`src/sv/distance_vector_route_table_core_defines.svh`:
```
// Assertion macros for the distance-vector route table core.
// Included by the RTL files that carry concurrent checks; no dependencies.
`ifndef DISTANCE_VECTOR_ROUTE_TABLE_CORE_DEFINES_SVH
`define DISTANCE_VECTOR_ROUTE_TABLE_CORE_DEFINES_SVH

// check a property outside reset
`define DVRT_ASSERT(lbl, prop) \
   lbl: assert property (@(posedge clock) disable iff (reset) prop) \
      else $error("dvrt assertion failed");

// check a property on every edge, reset included
`define DVRT_ASSERT_ALWAYS(lbl, prop) \
   lbl: assert property (@(posedge clock) prop) \
      else $error("dvrt assertion failed");

`endif

```
`src/sv/dvrt_pkg.sv`:
```
// Shared types and constants of the distance-vector route table core.
// No dependencies; imported by the controller, datapath and top level.
`default_nettype none
package dvrt_pkg;

   localparam int TABLE_DEPTH = 32;
   localparam int IDX_W = (TABLE_DEPTH > 1) ? $clog2(TABLE_DEPTH) : 1;
   localparam int MAX_RESULTS = 32;
   localparam int CNT_W = $clog2(MAX_RESULTS + 1);

   localparam logic [4:0] METRIC_INF = 5'd16;
   localparam logic [7:0] DEFAULT_TIMEOUT = 8'd180;

   localparam logic [1:0] ACT_TICK = 2'd0;
   localparam logic [1:0] ACT_STATIC = 2'd1;
   localparam logic [1:0] ACT_RESP = 2'd2;
   localparam logic [1:0] ACT_DUMP = 2'd3;

   localparam int CSR_ADDR_W = 3;
   localparam logic [CSR_ADDR_W-1:0] CSR_TIMEOUT_ADDR = 3'd0;

   typedef struct packed {
      logic [31:0] prefix;
      logic [31:0] mask;
      logic [31:0] hop;
      logic [4:0]  metric;
      logic [7:0]  age;
   } row_type;

   typedef struct packed {
      logic load;
      logic idx_clr;
      logic idx_inc;
      logic rd;
      logic age_upd;
      logic ins;
      logic evict;
      logic chg_clr;
      logic trig_set;
      logic trig_val;
      logic take;
      logic flush;
   } cmd_type;

   typedef struct packed {
      logic [1:0] action;
      logic       pfx_zero;
      logic       last;
      logic       changed;
      logic       idx_end;
      logic       used_here;
      logic       match;
      logic       replace;
      logic       dump_hit;
      logic       pend_valid;
      logic       cnt_full;
      logic       out_free;
   } status_type;

endpackage
`default_nettype wire

```
`src/sv/dvrt_ctrl.sv`:
```
// Sequencer of the route table: walks the table for tick, insert, match and dump.
// Depends on dvrt_pkg; drives dvrt_dp through cmd_type and reads status_type.
`default_nettype none
module dvrt_ctrl
   import dvrt_pkg::*;
(
   input  wire logic       clock,
   input  wire logic       reset,
   input  wire logic       req_tvalid,
   output logic            req_tready,
   input  wire status_type st,
   output cmd_type         cmd
);

   localparam logic [3:0] S_IDLE = 4'd0;
   localparam logic [3:0] S_DSP  = 4'd1;
   localparam logic [3:0] S_TRD  = 4'd2;
   localparam logic [3:0] S_TEV  = 4'd3;
   localparam logic [3:0] S_FSC  = 4'd4;
   localparam logic [3:0] S_MRD  = 4'd5;
   localparam logic [3:0] S_MEV  = 4'd6;
   localparam logic [3:0] S_PEND = 4'd7;
   localparam logic [3:0] S_DRD  = 4'd8;
   localparam logic [3:0] S_DEV  = 4'd9;
   localparam logic [3:0] S_DFL  = 4'd10;

   logic [3:0] state_ff, state_in;

   assign req_tready = (state_ff == S_IDLE);

   always_comb begin
      state_in = state_ff;
      cmd = '0;
      unique case (state_ff)
         S_IDLE: begin
            if (req_tvalid) begin
               cmd.load = 1'b1;
               state_in = S_DSP;
            end
         end
         S_DSP: begin
            cmd.idx_clr = 1'b1;
            unique case (st.action)
               ACT_TICK: state_in = S_TRD;
               ACT_STATIC: state_in = st.pfx_zero ? S_IDLE : S_FSC;
               ACT_RESP: state_in = S_MRD;
               default: begin
                  cmd.trig_set = 1'b1;
                  cmd.trig_val = 1'b0;
                  state_in = S_DRD;
               end
            endcase
         end
         S_TRD: begin
            cmd.rd = 1'b1;
            state_in = S_TEV;
         end
         S_TEV: begin
            cmd.age_upd = 1'b1;
            if (st.idx_end) begin
               state_in = S_IDLE;
            end else begin
               cmd.idx_inc = 1'b1;
               state_in = S_TRD;
            end
         end
         S_FSC: begin
            if (!st.used_here) begin
               cmd.ins = 1'b1;
               state_in = (st.action == ACT_RESP) ? S_PEND : S_IDLE;
            end else if (st.idx_end) begin
               state_in = (st.action == ACT_RESP) ? S_PEND : S_IDLE;
            end else begin
               cmd.idx_inc = 1'b1;
            end
         end
         S_MRD: begin
            cmd.rd = 1'b1;
            state_in = S_MEV;
         end
         S_MEV: begin
            if (st.match) begin
               if (st.replace) begin
                  cmd.evict = 1'b1;
                  cmd.idx_clr = 1'b1;
                  state_in = S_FSC;
               end else begin
                  state_in = S_PEND;
               end
            end else if (st.idx_end) begin
               cmd.idx_clr = 1'b1;
               state_in = S_FSC;
            end else begin
               cmd.idx_inc = 1'b1;
               state_in = S_MRD;
            end
         end
         S_PEND: begin
            state_in = S_IDLE;
            if (st.last) begin
               cmd.chg_clr = 1'b1;
               if (st.changed) begin
                  cmd.trig_set = 1'b1;
                  cmd.trig_val = 1'b1;
                  cmd.idx_clr = 1'b1;
                  state_in = S_DRD;
               end
            end
         end
         S_DRD: begin
            cmd.rd = 1'b1;
            state_in = S_DEV;
         end
         S_DEV: begin
            if (st.dump_hit) begin
               if (!st.pend_valid || st.out_free) begin
                  cmd.take = 1'b1;
                  if (st.cnt_full || st.idx_end) begin
                     state_in = S_DFL;
                  end else begin
                     cmd.idx_inc = 1'b1;
                     state_in = S_DRD;
                  end
               end
            end else if (st.idx_end) begin
               state_in = S_DFL;
            end else begin
               cmd.idx_inc = 1'b1;
               state_in = S_DRD;
            end
         end
         S_DFL: begin
            if (st.out_free) begin
               cmd.flush = 1'b1;
               state_in = S_IDLE;
            end
         end
         default: state_in = S_IDLE;
      endcase
   end

   always_ff @(posedge clock) begin
      if (reset) begin
         state_ff <= S_IDLE;
      end else begin
         state_ff <= state_in;
      end
   end

endmodule
`default_nettype wire

```
`src/sv/dvrt_dp.sv`:
```
// Datapath of the route table: route memory, valid and static bits, item
// registers, dump buffer and result register. Depends on dvrt_pkg and the defines.
`default_nettype none
`include "distance_vector_route_table_core_defines.svh"
module dvrt_dp
   import dvrt_pkg::*;
(
   input  wire logic         clock,
   input  wire logic         reset,
   input  wire cmd_type      cmd,
   output status_type        st,
   input  wire logic [7:0]   timeout,
   input  wire logic [1:0]   req_action,
   input  wire logic [31:0]  req_prefix,
   input  wire logic [31:0]  req_mask,
   input  wire logic [31:0]  req_source,
   input  wire logic [4:0]   req_metric,
   input  wire logic         req_last,
   output logic              rsp_tvalid,
   input  wire logic         rsp_tready,
   output logic [31:0]       rsp_prefix,
   output logic [31:0]       rsp_mask,
   output logic [4:0]        rsp_metric,
   output logic              rsp_valid_flag,
   output logic              rsp_trig_flag,
   output logic              rsp_last
);

   row_type mem [TABLE_DEPTH];
   row_type rd_ff;
   logic [TABLE_DEPTH-1:0] used_ff, used_in, static_ff, static_in;
   logic [IDX_W-1:0] idx_ff;
   logic [1:0]  act_ff;
   logic [31:0] pfx_ff, msk_ff, src_ff;
   logic [4:0]  met_ff;
   logic        last_ff;
   logic        chg_ff, trig_ff;
   row_type     pend_ff;
   logic        pend_v_ff;
   logic [CNT_W-1:0] cnt_ff;
   logic        out_v_ff;
   logic [31:0] out_pfx_ff, out_msk_ff;
   logic [4:0]  out_met_ff;
   logic        out_valid_ff, out_trig_ff, out_last_ff;
   logic [4:0]  met_clamp, new_met;
   logic        ins_static, age_live, age_expire, out_free;
   row_type     ins_row, age_row;

   assign met_clamp = (req_metric > METRIC_INF) ? METRIC_INF : req_metric;
   assign new_met = (met_ff == METRIC_INF) ? METRIC_INF : met_ff + 5'd1;
   assign ins_static = (act_ff == ACT_STATIC);
   assign age_live = used_ff[idx_ff] && !static_ff[idx_ff];
   assign age_expire = (rd_ff.age <= 8'd1);
   assign out_free = !out_v_ff || rsp_tready;

   always_comb begin
      ins_row.prefix = pfx_ff;
      ins_row.mask = msk_ff;
      ins_row.hop = src_ff;
      ins_row.metric = ins_static ? 5'd0 : new_met;
      ins_row.age = timeout;
      age_row = rd_ff;
      age_row.age = rd_ff.age - 8'd1;
   end

   always_comb begin
      st.action = act_ff;
      st.pfx_zero = (pfx_ff == 32'd0);
      st.last = last_ff;
      st.changed = chg_ff;
      st.idx_end = (idx_ff == IDX_W'(TABLE_DEPTH - 1));
      st.used_here = used_ff[idx_ff];
      st.match = used_ff[idx_ff] && rd_ff.prefix == pfx_ff && rd_ff.mask == msk_ff;
      st.replace = (rd_ff.hop == src_ff) || ({1'b0, met_ff} + 6'd1 < {1'b0, rd_ff.metric});
      st.dump_hit = used_ff[idx_ff] && rd_ff.metric != METRIC_INF;
      st.pend_valid = pend_v_ff;
      st.cnt_full = (cnt_ff == CNT_W'(MAX_RESULTS - 1));
      st.out_free = out_free;
   end

   always_ff @(posedge clock) begin
      if (cmd.rd) begin
         rd_ff <= mem[idx_ff];
      end
      if (cmd.ins && !used_ff[idx_ff]) begin
         mem[idx_ff] <= ins_row;
      end else if (cmd.age_upd && age_live && !age_expire) begin
         mem[idx_ff] <= age_row;
      end
   end

   always_comb begin
      used_in = used_ff;
      static_in = static_ff;
      if (cmd.ins && !used_ff[idx_ff]) begin
         used_in[idx_ff] = 1'b1;
         static_in[idx_ff] = ins_static;
      end
      if (cmd.evict) begin
         used_in[idx_ff] = 1'b0;
         static_in[idx_ff] = 1'b0;
      end
      if (cmd.age_upd && age_live && age_expire) begin
         used_in[idx_ff] = 1'b0;
      end
   end

   always_ff @(posedge clock) begin
      if (cmd.load) begin
         act_ff <= req_action;
         pfx_ff <= req_prefix;
         msk_ff <= req_mask;
         src_ff <= req_source;
         met_ff <= met_clamp;
         last_ff <= req_last;
      end
      if (cmd.take) begin
         pend_ff <= rd_ff;
      end
   end

   always_ff @(posedge clock) begin
      if (reset) begin
         used_ff <= '0;
         static_ff <= '0;
         idx_ff <= '0;
         chg_ff <= 1'b0;
         trig_ff <= 1'b0;
         pend_v_ff <= 1'b0;
         cnt_ff <= '0;
         out_v_ff <= 1'b0;
      end else begin
         used_ff <= used_in;
         static_ff <= static_in;
         if (cmd.idx_clr) begin
            idx_ff <= '0;
         end else if (cmd.idx_inc) begin
            idx_ff <= idx_ff + IDX_W'(1);
         end
         if (cmd.chg_clr) begin
            chg_ff <= 1'b0;
         end else if (cmd.ins && !used_ff[idx_ff] && act_ff == ACT_RESP) begin
            chg_ff <= 1'b1;
         end
         if (cmd.trig_set) begin
            trig_ff <= cmd.trig_val;
         end
         if (cmd.take) begin
            pend_v_ff <= 1'b1;
            cnt_ff <= cnt_ff + CNT_W'(1);
         end else if (cmd.flush) begin
            pend_v_ff <= 1'b0;
            cnt_ff <= '0;
         end
         if ((cmd.take && pend_v_ff) || cmd.flush) begin
            out_v_ff <= 1'b1;
         end else if (rsp_tready) begin
            out_v_ff <= 1'b0;
         end
      end
   end

   always_ff @(posedge clock) begin
      if (cmd.take && pend_v_ff) begin
         out_pfx_ff <= pend_ff.prefix;
         out_msk_ff <= pend_ff.mask;
         out_met_ff <= pend_ff.metric;
         out_valid_ff <= 1'b1;
         out_last_ff <= 1'b0;
         out_trig_ff <= trig_ff;
      end else if (cmd.flush) begin
         out_pfx_ff <= pend_v_ff ? pend_ff.prefix : 32'd0;
         out_msk_ff <= pend_v_ff ? pend_ff.mask : 32'd0;
         out_met_ff <= pend_v_ff ? pend_ff.metric : 5'd0;
         out_valid_ff <= pend_v_ff;
         out_last_ff <= 1'b1;
         out_trig_ff <= trig_ff;
      end
   end

   assign rsp_tvalid = out_v_ff;
   assign rsp_prefix = out_pfx_ff;
   assign rsp_mask = out_msk_ff;
   assign rsp_metric = out_met_ff;
   assign rsp_valid_flag = out_valid_ff;
   assign rsp_trig_flag = out_trig_ff;
   assign rsp_last = out_last_ff;

   `DVRT_ASSERT_ALWAYS(a_reset_clears_table, reset |=> (used_ff == '0 && static_ff == '0))
   `DVRT_ASSERT(a_load_only_when_free, (cmd.flush || (cmd.take && pend_v_ff)) |-> out_free)
   `DVRT_ASSERT(a_count_bounded, cnt_ff <= CNT_W'(MAX_RESULTS))
   `DVRT_ASSERT(a_static_implies_used, (static_ff & ~used_ff) == '0)

endmodule
`default_nettype wire

```
`src/sv/distance_vector_route_table_core.sv`:
```
// Distance-vector route table core: stream ports, register port, controller and datapath.
// Depends on dvrt_pkg, dvrt_ctrl and dvrt_dp.
//
// Usage: route items enter on the req_ stream (tuser = action, tlast = end of
// response packet). Table dumps leave on the rsp_ stream, one beat per route,
// tlast on the final beat; an empty dump gives one marker beat with out_valid 0.
// The csr_ port holds the route timeout in ticks (byte address 0, reset 180).
// Every item walks the table of TABLE_DEPTH slots through the single route
// memory. A tick visits every slot; a static add scans the valid bits for a
// free slot; a response searches for a match, then a free slot if it inserts;
// a dump ends after MAX_RESULTS routes or at the table end, pausing on stalls.
// A memory read takes a read state and an evaluate state, as it is registered.
// Reset empties the table at once (valid bits) and restores the timeout.
// When the receiver stalls, the result register holds its beat and the dump
// walk pauses with the next route kept in a one-beat buffer; req_tready is
// low until the current item is finished.
`default_nettype none
module distance_vector_route_table_core
   import dvrt_pkg::*;
(
   input  wire logic                  clock,
   input  wire logic                  reset,
   input  wire logic                  req_tvalid,
   output logic                       req_tready,
   // [31:0] route_prefix, [63:32] route_mask, [95:64] source_addr,
   // [100:96] received_metric, [103:101] zero
   input  wire logic [103:0]          req_tdata,
   // [1:0] action
   input  wire logic [1:0]            req_tuser,
   input  wire logic                  req_tlast,
   output logic                       rsp_tvalid,
   input  wire logic                  rsp_tready,
   // [31:0] out_prefix, [63:32] out_mask, [68:64] out_metric, [71:69] zero
   output logic [71:0]                rsp_tdata,
   // [0] out_valid, [1] is_triggered
   output logic [1:0]                 rsp_tuser,
   output logic                       rsp_tlast,
   input  wire logic                  csr_psel,
   input  wire logic                  csr_penable,
   input  wire logic                  csr_pwrite,
   input  wire logic [CSR_ADDR_W-1:0] csr_paddr,
   input  wire logic [31:0]           csr_pwdata,
   output logic [31:0]                csr_prdata,
   output logic                       csr_pready
);

   logic [7:0] timeout_ff;
   cmd_type    cmd;
   status_type st;
   logic [31:0] out_pfx, out_msk;
   logic [4:0]  out_met;
   logic        out_vflag, out_tflag;

   assign csr_pready = 1'b1;

   always_ff @(posedge clock) begin
      if (reset) begin
         timeout_ff <= DEFAULT_TIMEOUT;
      end else if (csr_psel && csr_penable && csr_pwrite && csr_pready
                   && csr_paddr == CSR_TIMEOUT_ADDR) begin
         timeout_ff <= csr_pwdata[7:0];
      end
   end

   always_comb begin
      unique case (csr_paddr)
         CSR_TIMEOUT_ADDR: csr_prdata = {24'd0, timeout_ff};
         default: csr_prdata = 32'd0;
      endcase
   end

   dvrt_ctrl u_ctrl (
      .clock      (clock),
      .reset      (reset),
      .req_tvalid (req_tvalid),
      .req_tready (req_tready),
      .st         (st),
      .cmd        (cmd)
   );

   dvrt_dp u_dp (
      .clock          (clock),
      .reset          (reset),
      .cmd            (cmd),
      .st             (st),
      .timeout        (timeout_ff),
      .req_action     (req_tuser),
      .req_prefix     (req_tdata[31:0]),
      .req_mask       (req_tdata[63:32]),
      .req_source     (req_tdata[95:64]),
      .req_metric     (req_tdata[100:96]),
      .req_last       (req_tlast),
      .rsp_tvalid     (rsp_tvalid),
      .rsp_tready     (rsp_tready),
      .rsp_prefix     (out_pfx),
      .rsp_mask       (out_msk),
      .rsp_metric     (out_met),
      .rsp_valid_flag (out_vflag),
      .rsp_trig_flag  (out_tflag),
      .rsp_last       (rsp_tlast)
   );

   assign rsp_tdata = {3'd0, out_met, out_msk, out_pfx};
   assign rsp_tuser = {out_tflag, out_vflag};

endmodule
`default_nettype wire

```
`config.mk`:
```
export PLATFORM = sky130hd
export DESIGN_NAME = distance_vector_route_table_core
export DESIGN_NICKNAME = d
export VERILOG_FILES = /design/src/sv/dvrt_pkg.sv /design/src/sv/dvrt_ctrl.sv /design/src/sv/dvrt_dp.sv /design/src/sv/distance_vector_route_table_core.sv
export VERILOG_INCLUDE_DIRS = /design/src /design/src/sv
export SDC_FILE = /design/constraint.sdc
export NUM_CORES = 2
export LEC_CHECK = 0
export BUFFER_PORTS_ARGS = -buffer_cell sky130_fd_sc_hd__buf_2
export CORE_MARGIN = 4
export CORE_UTILIZATION = 44
export DETAILED_ROUTE_END_ITERATION = 16
export HOLD_SLACK_MARGIN = 0.12
export PLACE_DENSITY_LB_ADDON = 0.2
export SYNTH_ARGS = -nofsm -noshare
export SYNTH_HDL_FRONTEND = slang
export SYNTH_SLANG_ARGS = --single-unit
```
`constraint.sdc`:
```
create_clock -name clock -period 14.4 [get_ports clock]
set_clock_uncertainty 0.2 [all_clocks]
set_input_delay 2.88 -clock clock [delete_from_list [all_inputs] [get_ports clock]]
set_output_delay 2.88 -clock clock [all_outputs]
set_load 0.1 [all_outputs]
```
==> reports/qor.yml <==
rsz0062_at_grt: "false"
synth_warnings: 0
fin_crit_sh_pct: 51.9
synth_most_common_cell: "edfxtp_1"
syn_area_per_cell_um2: 22.4
synthFlopType: "edfxtp_1"
finalNetCount: 7233
cellPowerDensity_nw_per_um2: 148
area_growth_pct: 13.4
path_class: "flop to flop"
grt_pass1_wl_mm: 583
drive_above_1_share_pct: 26.8
worst_slew_pin_slew_ps: 1360
ir_drop_mv: 0.0993
grt_max_degree: 147
clkTransAtPathRegs_ps: 60
critPathRequiredTime_ps: 14730
antenna_found_initial: 13
die_h_um: 591
setup.worst_path.start: "u_dp.idx_ff[0]"
layout_min_cycle_time_ps: 7470
leakage_nw: 50.8
synth_top_family_by_area: "multiplexers"
slew_violations: 0
min_path_type: "flop to flop"
min_from: "u_dp.trig_ff"
slew-limit-headroom_pct: 9.45
synth.top_cell.area_share_pct: 77.1
die_w_um: 591
ys_top_cells_by_area: "edfxtp_1 77%, mux4_2 14%, a22oi_1 1.5%, dfxtp_1 1.2%, mux2i_1 0.58%"
status: "complete, no violations"
arrival_ps: 7810
synth-seq-area-share_pct: 78.3
die_area_um2: 350000
ys_types: 63
portBuffers: 203
drcViolationCount: 0
drt_wl_total_mm: 418
grt_use_total_pct: 23.6
reg2reg_from: "u_dp.idx_ff[0]"
h-tree-depth: 5
antenna_left: 0
netlist.top_cell.by_area: "edfxtp_1"
synth-simple-area-share_pct: 1.63
grt_use_met3_pct: 4.06
start_kind: "flop"
initialDrtViolationCount: 9392
multi_input_area_um2: 30900
wl_per_cell_um: 35.0
synth-edff-count: 3840
drt-pass1-iter-count: 6
io_pins: 259
setup_viol: 0
grt_pass1_vias: 73700
global_route.usage.met2_pct: 37.1
synth_area_um2: 150000
top_usage_layer: "met2"
hold_viol: 0
regArea_um2: 117000
cts_tree: "built"
num_vias: 73700
cts-root-buf: "clkbuf_16"
synth_compound_area_share_pct: 2.81
synth_common_cells: "3840 x edfxtp_1, 920 x mux4_2, 293 x a22oi_1"
num_rows: 213
ys_ff_latch: 3933
fmaxAchievable_ghz: 0.134
post_cts_buffers: 0
gp_congestion: 0.776
final_cells: 11900
synth_mux_area_share_pct: 15.2
final.setup.tns_ps: 0
n_fill_cell: 26700
numClockSinks: 3933
drv_cap: 0
cp_max_fo: 46
placed_cells: 11200
clockBufferDepth: 4
ctsHoldBuffers: 0
post_cts_resized: 0
end_kind: "flop"
numCtsBuffers: 409
start_util_pct: 44.3
avgViaCountPerCell: 6.18
grt_use_met1_pct: 34.5
synth_adder_area_share_pct: 0.117
synthXorXnorAreaFrac_pct: 0.626
clock_latency_ps: 950
core_um2: 338000
synthCells: 6668
hpwlAfterDp_mm: 207
grt_overflow: 0
async_reset_ff_share_pct: 0
==> power by group <==
part	switching [mW]	internal, mW	total (mW)
Combinational	0.988	0.424	1.41
Sequential	0.162	13.0	13.2
Clock	4.41	6.04	10.5
Total	5.56	19.5	25.0
==> routing by layer <==
metal,vias up,wire length [um]
met4,8,12600
met3,631,35700
li1,29100,-
met2,3450,198000
met5,-,61
met1,40500,172000
==> state kept, by name (all words and copies together) (netlist names), 6 cells and up <==
| name | flops |
|---|---|
| u_dp.cnt_ff | 6 |
| u_dp.pend_ff | 69 |
| u_dp.msk_ff | 32 |
| u_dp.used_ff | 32 |
| u_dp.src_ff | 32 |
| u_dp.rsp_prefix | 32 |
| u_dp.pfx_ff | 32 |
| u_dp.rsp_mask | 32 |
| u_dp.static_ff | 32 |
| u_dp.mem | 3488 |
| timeout_ff | 8 |
| u_dp.age_row | 101 |
| u_dp.rd_ff | 8 |
==> cell families (layout without fill, tap and decap cells) <==
| family | count (synthesis) | after routing |
|---|---|---|
| simple gates | 448 | 448 |
| compound gates | 601 | 601 |
| buf+inv | 458 | 1173 |
| xor+xnor | 107 | 107 |
| fa+ha+maj | 14 | 14 |
| flops | 3933 | 3933 |
| mux | 1105 | 1105 |
| other cells | 2 | 35 |
==> path summary, 6_finish.rpt <==
| check | to | slack [ps] | cells past startpoint |
|---|---|---|---|
| max reg2reg | u_dp.mem[21][65] | 6930 | 11 |
| max | u_dp.mem[21][65] | 6930 | 11 |
| min reg2reg | u_dp.rsp_trig_flag | 240 | 0 |
| min | u_dp.rsp_trig_flag | 240 | 0 |
==> worst max-delay path, cell delays in order (launching register included) <==
cell and delay (ps):
dfxtp_4 900, buf_4 880, mux4_2 640, mux4_2 480, nor2_1 200, a31oi_1 150, nor4_4 360, nor2_4 60
buf_4 410, nor2_4 900, buf_4 950, buf_4 750
==> final cells by class <==
| class | instances | share of cell area (%) |
|---|---|---|
| Antenna cell | 7 | 0.0103 |
| Timing Repair Buffer | 368 | 1.49 |
| Clock inverter | 258 | 1.46 |
| Tap cell | 4515 | 3.33 |
| Multi-Input combinational cell | 2303 | 18.2 |
| Inverter | 55 | 0.123 |
| Sequential cell | 3933 | 69.1 |
| Clock buffer | 492 | 6.30 |
==> stage by stage <==
| stage | util (%) | setup WS [ps] | hold WS, ps | area, um2 | power, mW |
|---|---|---|---|---|---|
| 2_1_floorplan | - | 3780 | 209 | 150000 | 14.2 |
| 6_report | 50.3 | 6930 | 242 | 170000 | 25.0 |
| 3_5_place_dp | 46.4 | 6860 | 231 | 157000 | 14.8 |
| 4_1_cts | 50.3 | 6850 | 247 | 170000 | 25.2 |
| 3_3_place_gp | 46.4 | 6870 | 228 | 157000 | 14.8 |
| 5_1_grt | 50.3 | 6670 | 253 | 170000 | 25.8 |
==> cells in the final DEF, fill, tap and decap left out, drive strengths merged, types with 6 or more instances in the layout <==
master,count
edfxtp,3840
mux4,920
clkbuf,492
buf,368
a22oi,293
clkinv,192
nand4,100
mux2,98
dfxtp,93
and2,89
mux2i,87
a21oi,85
nor2,79
xnor2,72
inv,67
nand2,62
o22ai,59
bufinv,42
xor2,35
nor3,35
a31oi,32
a21o,28
conb,28
nor4,26
o21bai,24
nand3,15
nor2b,15
ha,14
a211oi,12
clkinvlp,12
o21ai,12
o221ai,9
o31ai,8
diode,7
a2bb2oi,7
o32ai,6
Note: power is estimated with default switching activity, not from simulation.
